### config.mk
export PLATFORM = sky130hd
export DESIGN_NAME = fpd_ram
export DESIGN_NICKNAME = d
export VERILOG_FILES = /design/src/design/fpd_ram.sv
export SDC_FILE = /design/constraint.sdc
export NUM_CORES = 1
export LEC_CHECK = 0
export BUFFER_PORTS_ARGS = -buffer_cell sky130_fd_sc_hd__buf_2
export CAP_MARGIN = 25
export CORE_UTILIZATION = 50
export CTS_CLUSTER_DIAMETER = 30
export DETAILED_ROUTE_END_ITERATION = 10
export MAX_ROUTING_LAYER = met4
export PLACE_DENSITY = 0.66
export SLEW_MARGIN = 30
export SYNTH_ARGS = -nofsm -noshare
export SYNTH_HDL_FRONTEND = slang
export SYNTH_SLANG_ARGS = --single-unit
### constraint.sdc
create_clock -name clk -period 4.8 [get_ports clk]
set_input_delay 0.24 -clock clk [delete_from_list [all_inputs] [get_ports clk]]
set_output_delay 0.24 -clock clk [all_outputs]
set_load 0.02 [all_outputs]
### src/design/fpd_ram.sv
`timescale 1ns / 1ps
`default_nettype none

module fpd_ram #(
	parameter int WIDTH = 8,
	parameter int DEPTH = 64,
	parameter int AW    = (DEPTH > 1) ? $clog2(DEPTH) : 1
) (
	input  wire logic             clk,
	input  wire logic             we,
	input  wire logic [AW-1:0]    addr,
	input  wire logic [WIDTH-1:0] wdata,
	output      logic [WIDTH-1:0] rdata
);

	logic [WIDTH-1:0] mem [DEPTH];

	always_ff @(posedge clk) begin
		if (we) begin
			mem[addr] <= wdata;
		end
		rdata <= mem[addr];
	end

endmodule

`default_nettype wire

==> results of run 1 <==
logic make-up after synthesis:
kind of cell	after synthesis	share of synthesized area
AND/OR/NAND/NOR	229	0.0571
flip-flops	520	0.760
buffers and inverters	84	0.0198
multiplexers	116	0.0826
AO/OA/AOI/OAI	222	0.0808
per-stage QoR:
step / area (sq um) / util
after detailed placement: 21100 / 0.527
after floorplan: 20400 / -
after global routing: 24300 / 0.606
after CTS: 24300 / 0.606
final: 24300 / 0.606
after global placement: 21100 / 0.527
state kept, by name, summed over array words and instances (netlist names):
signal and cells:
mem 512, rdata 8
worst max-delay path by stage:
stage	from	endpoint	slack (ns)	cells after the start
after floorplan	addr[1]	mem[13][0]	2.46	7
after global placement	addr[0]	mem[5][3]	1.37	4
after detailed placement	addr[0]	mem[61][2]	1.24	4
after CTS	addr[0]	mem[45][4]	1.88	4
after global routing	addr[1]	rdata[6]	1.85	8
final	addr[1]	rdata[6]	1.87	8
routing by layer:
metal / vias to the layer above / part of all wire / wire length (um)
li1: 4933 / - / -
met1: 5953 / 0.40 / 21600
met2: 720 / 0.46 / 24700
met3: 144 / 0.10 / 5370
met4: 0 / 0.034 / 1790
met5: - / 0 / 0
critical path, delay by kind of cell:
family | cells | cell delay [ns]
compound gates | 2 | 0.55
buf+inv | 3 | 1.27
simple gates | 3 | 1.29
final cells by class:
type                       instances  area share
multi-input combinational        567       0.186
clock buffer                     107       0.101
timing repair buffer              51      0.0144
clock inverter                    66      0.0302
tap                              525      0.0271
inverter                           3    0.000464
sequential                       520       0.640
power breakdown:
part / switching (W) / total [W] / internal (W)
Combinational: 0.000364 / 0.000520 / 0.000156
Clock: 0.00227 / 0.00660 / 0.00433
Sequential: 0.0000166 / 0.00506 / 0.00504
Total: 0.00265 / 0.0122 / 0.00953
synth_stat cells, drive strengths merged, types with 3 or more instances:
cell,number
nand4,3
o22a,11
a22o,10
a32oi,7
nor2,82
o31ai,5
mux2,12
edfxtp,512
mux2i,63
o2bb2ai,7
nand2,45
and2,10
nand2b,24
nor2b,8
mux4,41
a221oi,21
inv,3
o22ai,22
clkbuf,36
and3,9
buf,45
nand3,8
nand3b,12
and4,6
o32ai,3
dfxtp,8
or3b,5
a221o,11
or4,3
a211o,3
a21oi,28
a211oi,6
a22oi,40
nor3b,3
a222oi,3
o221ai,9
a31oi,15
nor4,3
o21ai,11
a21o,4
==> metrics.md, run 1 <==
| Metric | Value |
|---|---|
| Worst Reg-to-Reg Cells | `5` |
| Total power | `0.0122 W` |
| Cell area after synthesis | `20400 sq um` |
| Min-Delay Endpoint | `mem[50][1]` |
| Post-synth top area share | `0.752` |
| CP most frequent cell | `buf_4` |
| Final setup violation count | `0` |
| CTS Root Cell | `clkbuf_16` |
| CP max stage delay | `0.59 ns` |
| Synth Flop Type | `edfxtp_1` |
| Per-cell routed wire length | `29.0 um` |
| Worst slew pin tran | `0.943 ns` |
| Worst Path Required | `5.33 ns` |
| Worst hold slack | `0.343 ns` |
| Fin crit period | `2.93 ns` |
| Largest net degree at the start of global routing | `84` |
| GR Util All Layers | `0.272` |
| Filler instances | `2898` |
| Top cells by area, synth | `edfxtp_1 75%, mux4_2 4.5%, mux2i_1 3.1%` |
| CP max FO | `50` |
| FF+latch area | `15500 sq um` |
| CTS Sinks | `520` |
| Number of distinct library cells after synthesis | `56` |
| Avg Cell Area, Syn | `17.5 sq um` |
| Slowest-stage cell, CP | `nor2_1` |
| Routed vias/inst | `6.39` |
| Final hold violations | `0` |
| Worst setup margin | `1.87 ns` |
| Die ar. | `41700 sq um` |
| Setup Buffers After CTS | `0` |
| Setup slack at placement | `1.24 ns` |
| DRT antenna net count | `0` |
| GRT overflow | `0` |
| GR Layer Usage met3 | `0.0576` |
| Met2 global-route usage | `0.403` |
| Vias | `11800` |
| Post-route insts no fill | `1839` |
| CTS tree | `done` |
| Post-Syn Instances | `1171` |
| Fraction of registers with async set/reset | `0` |
| Peak Freq | `342 MHz` |
| RSZ-0062 raised after global routing | `no` |
| Core box area | `40000 sq um` |
| Commonest non-fill, non-tap cells in the layout | `512 x edfxtp_1, 96 x clkbuf_16, 80 x nor2_1` |
| Critical Path Start Type | `input pin` |
| Fin Setup TNS | `0 ns` |
| FF-to-FF End | `rdata[7]` |
| Synth warn | `0` |
| WS Path Type | `input pin to flop` |
| Hold_sp | `wdata[1]` |
| Vias in the first global route | `11600` |
| FP Rows | `73` |
| Initial DRC Count | `1603` |
| Die H | `204 um` |
| Num CTS Buffers | `93` |
| Layout cells sized above 1 | `0.202` |
| Cts hold-fix bufs | `0` |
| Grt peak-use layer | `met2` |
| Worst-path cell chain | `buf_4 -> buf_4 -> buf_4 -> nand2_1 -> nor2_1 -> a32oi_1 -> a31oi_1 -> or4_1` |
| Post-CTS resize count | `0` |
| Reg-to-Reg Start | `mem[6][7]` |
| Yosys top cell by area | `edfxtp_1` |
| EDFF count, synth | `512` |
| Status | `completed` |
| Count of input and output buffers | `23` |
| Tcrit/Tclk final | `0.610` |
| Worst-path clk slew | `0.05 ns` |
| Class of the worst hold path | `input pin to flop` |
| DR pass1 iterations | `8` |
| Worst-skew pair later-pin latency | `0.62 ns` |
| Worst Path Arrival | `3.46 ns` |
| Leak | `7.99 nW` |
| # DRC | `0` |
| ANT cells | `0` |
| Fin nets | `1252` |
| FF+latch count, synth | `520` |
| Detailed Place HPWL | `30.9 mm` |
| PD cells | `502 nW/um^2` |
| Hold Path Depth | `2` |
| Die width | `204 um` |
| Detailed-route wire length | `53.4 mm` |
| Sequential area share after synthesis | `0.760` |
| Layout area overhead | `18.6%` |
| Clock buffer depth | `3` |
| H-tree Lvls | `3` |
| Multi-input gate area | `4520 sq um` |
| First-pass GRT wire length | `78.8 mm` |
| Routing usage on met1 | `0.374` |
| R2R setup slack | `2.53 ns` |
| Worst Skew | `0.0302 ns` |
| Placed cell count | `1666` |
| VDD IR max | `332 uV` |
| # IOs | `24` |
| Slew Viols, Final | `0` |
| Initial antenna violation count | `1` |
| Critical Path End Type | `flop` |
| Commonest non-fill, non-tap cell in the layout | `edfxtp_1` |
| Syn nets | `1187` |
| Slew margin rel. | `0.369` |
| Placer congestion estimate | `0.936` |
| MaxCap Viol Count | `0` |
| Initial Utilization | `0.511` |
Note: power is estimated with default switching activity, not from simulation.
==> run 2: changes to the inputs <==
- PLACE_DENSITY: 0.66 -> 0.68
- clock period: 4.8 -> 2.5 ns (I/O delays scaled with it)
==> run 2 against run 1 <==
  * Sequential power is 92% higher
  * Hold slack worse by 0.28 ns
  * Wire length is 0.37% higher
  * Final area is 5.6% higher
  * Non-clock buffer count is 136 higher
  * Power is 98% higher
  * Critical path type is now flop to flop
  * Critical endpoint is now rdata[3]
  * Largest cell class unchanged
  * Highest routed layer unchanged
==> metrics.md, run 2 (synthesis results as in run 1) <==
| Metric | Value |
|---|---|
| DR pass1 iterations | `5 (-3)` |
| Count of input and output buffers | `23 (unchanged)` |
| Filler instances | `2716 (-6.3%)` |
| Routing usage on met1 | `0.367 (-0.00713)` |
| Worst Path Arrival | `2.82 ns (-0.64 ns)` |
| FP Rows | `73 (unchanged)` |
| Commonest non-fill, non-tap cell in the layout | `edfxtp_1` |
| Grt peak-use layer | `met2` |
| CP max FO | `1 (-98%)` |
| First-pass GRT wire length | `79.9 mm (+1.3%)` |
| Hold_sp | `wdata[0]` |
| MaxCap Viol Count | `0 (unchanged)` |
| Worst slew pin tran | `0.774 ns (-0.169 ns)` |
| Critical path capture point | `rdata[3]` |
| Fin crit period | `2.33 ns` |
| Layout area overhead | `25.3%` |
| Vias | `12400 (+5.1%)` |
| Clock buffer depth | `3 (unchanged)` |
| DRT antenna net count | `0 (unchanged)` |
| Leak | `8.84 nW (+11%)` |
| WS Path Type | `flop to flop` |
| Final hold violations | `0 (unchanged)` |
| Worst hold slack | `0.0662 ns (-0.276 ns)` |
| CTS Sinks | `520 (unchanged)` |
| Per-cell routed wire length | `26.9 um (-7.2%)` |
| Placer congestion estimate | `0.939 (+0.32%)` |
| Crit path from | `mem[5][3]` |
| R2R setup slack | `0.17 ns (-2.36 ns)` |
| GR Layer Usage met3 | `0.0520 (-0.00558)` |
| CTS Root Cell | `clkbuf_16` |
| Die H | `204 um (unchanged)` |
| Worst Reg-to-Reg Cells | `6 (+1)` |
| Post-CTS resize count | `0 (unchanged)` |
| Die ar. | `41700 sq um (unchanged)` |
| Multi-input gate area | `4520 sq um (-0.17%)` |
| Worst setup margin | `0.165 ns (-1.71 ns)` |
| Class of the worst hold path | `input pin to flop` |
| Final setup violation count | `0 (unchanged)` |
| Detailed-route wire length | `53.6 mm (+0.37%)` |
| FF+latch area | `15500 sq um (unchanged)` |
| Met2 global-route usage | `0.415 (+0.0117)` |
| Peak Freq | `428 MHz` |
| Core box area | `40000 sq um (unchanged)` |
| Worst-skew pair later-pin latency | `0.62 ns (about the same)` |
| Status | `completed` |
| Reg-to-Reg Start | `mem[5][3]` |
| # DRC | `0 (unchanged)` |
| Worst Skew | `0.0177 ns (-0.0126 ns)` |
| Die width | `204 um (unchanged)` |
| VDD IR max | `722 uV (+120%)` |
| Largest net degree at the start of global routing | `65 (-23%)` |
| Slew Viols, Final | `0 (unchanged)` |
| H-tree Lvls | `3 (unchanged)` |
| RSZ-0062 raised after global routing | `no` |
| Layout cells sized above 1 | `0.282 (+0.0797)` |
| GRT overflow | `0 (unchanged)` |
| Worst Path Required | `2.98 ns (-2.35 ns)` |
| Worst-path clk slew | `0.05 ns (about the same)` |
| Top reg by flops | `mem` |
| Cts hold-fix bufs | `0 (unchanged)` |
| Critical Path End Type | `flop` |
| Setup Buffers After CTS | `0 (unchanged)` |
| Largest regs | `mem: 512 flops, rdata: 8 flops` |
| Routed vias/inst | `6.21 (-2.9%)` |
| CTS tree | `done` |
| Total power | `0.0241 W (+98%)` |
| Slew margin rel. | `0.484 (+0.115)` |
| Fin nets | `1395 (+11%)` |
| Detailed Place HPWL | `34.3 mm (+11%)` |
| Num CTS Buffers | `100 (+7.5%)` |
| Initial Utilization | `0.511 (unchanged)` |
| PD cells | `942 nW/um^2 (+88%)` |
| Tcrit/Tclk final | `0.934` |
| Setup slack at placement | `0.0168 ns (-1.23 ns)` |
| FF-to-FF End | `rdata[3]` |
| Vias in the first global route | `12400 (+7.5%)` |
| Max reg flops | `512 (unchanged)` |
| # IOs | `24 (unchanged)` |
| Initial DRC Count | `1555 (-3.0%)` |
| Critical Path Start Type | `flop` |
| Commonest non-fill, non-tap cells in the layout | `512 x edfxtp_1, 155 x buf_4, 100 x clkbuf_16` |
| GR Util All Layers | `0.273 (+0.00133)` |
| Initial antenna violation count | `1 (unchanged)` |
-- run 2: final cells by class --
type,instances,area share
antenna,1,0.0000976
clock buffer,118,0.102
clock inverter,69,0.0309
inverter,3,0.000439
multi-input combinational,567,0.176
sequential,520,0.606
tap,525,0.0256
timing repair buffer,187,0.0583
-- run 2: critical path: stages (launching register included) --
cell      delay (ns)
edfxtp_1        0.36
mux4_2          0.48
mux2i_1         0.26
o22a_1          0.22
o311ai_0        0.24
buf_4           0.24
or4_1           0.40
-- run 2: worst min-delay path by stage --
stage | cells after the start | to
floorplan | 0 | mem[0][0]
global placement | 1 | rdata[2]
detailed placement | 1 | rdata[0]
CTS | 1 | mem[10][0]
global route | 1 | mem[20][0]
finish | 1 | mem[10][0]
-- run 2: where the power goes --
group	switching (W)	internal, W
logic	0.000702	0.000394
registers	0.0000333	0.00968
clock network	0.00447	0.00886
-- run 2: metal layers --
layer / up-vias / part of all wire
met5: - / 0
met4: 0 / 0.033
met3: 115 / 0.10
met2: 745 / 0.47
met1: 6271 / 0.39
li1: 5221 / -
-- run 2: per-stage QoR --
step | instance area, sq um | cells | TNS [ns] | util
floorplan | 20400 | 1171 | 0 | -
global placement | 22200 | 1802 | -0.0413 | 0.555
detailed placement | 22200 | 1802 | 0 | 0.555
CTS | 25600 | 1989 | 0 | 0.640
global route | 25600 | 1990 | 0 | 0.641
finish | 25600 | 1990 | 0 | 0.641
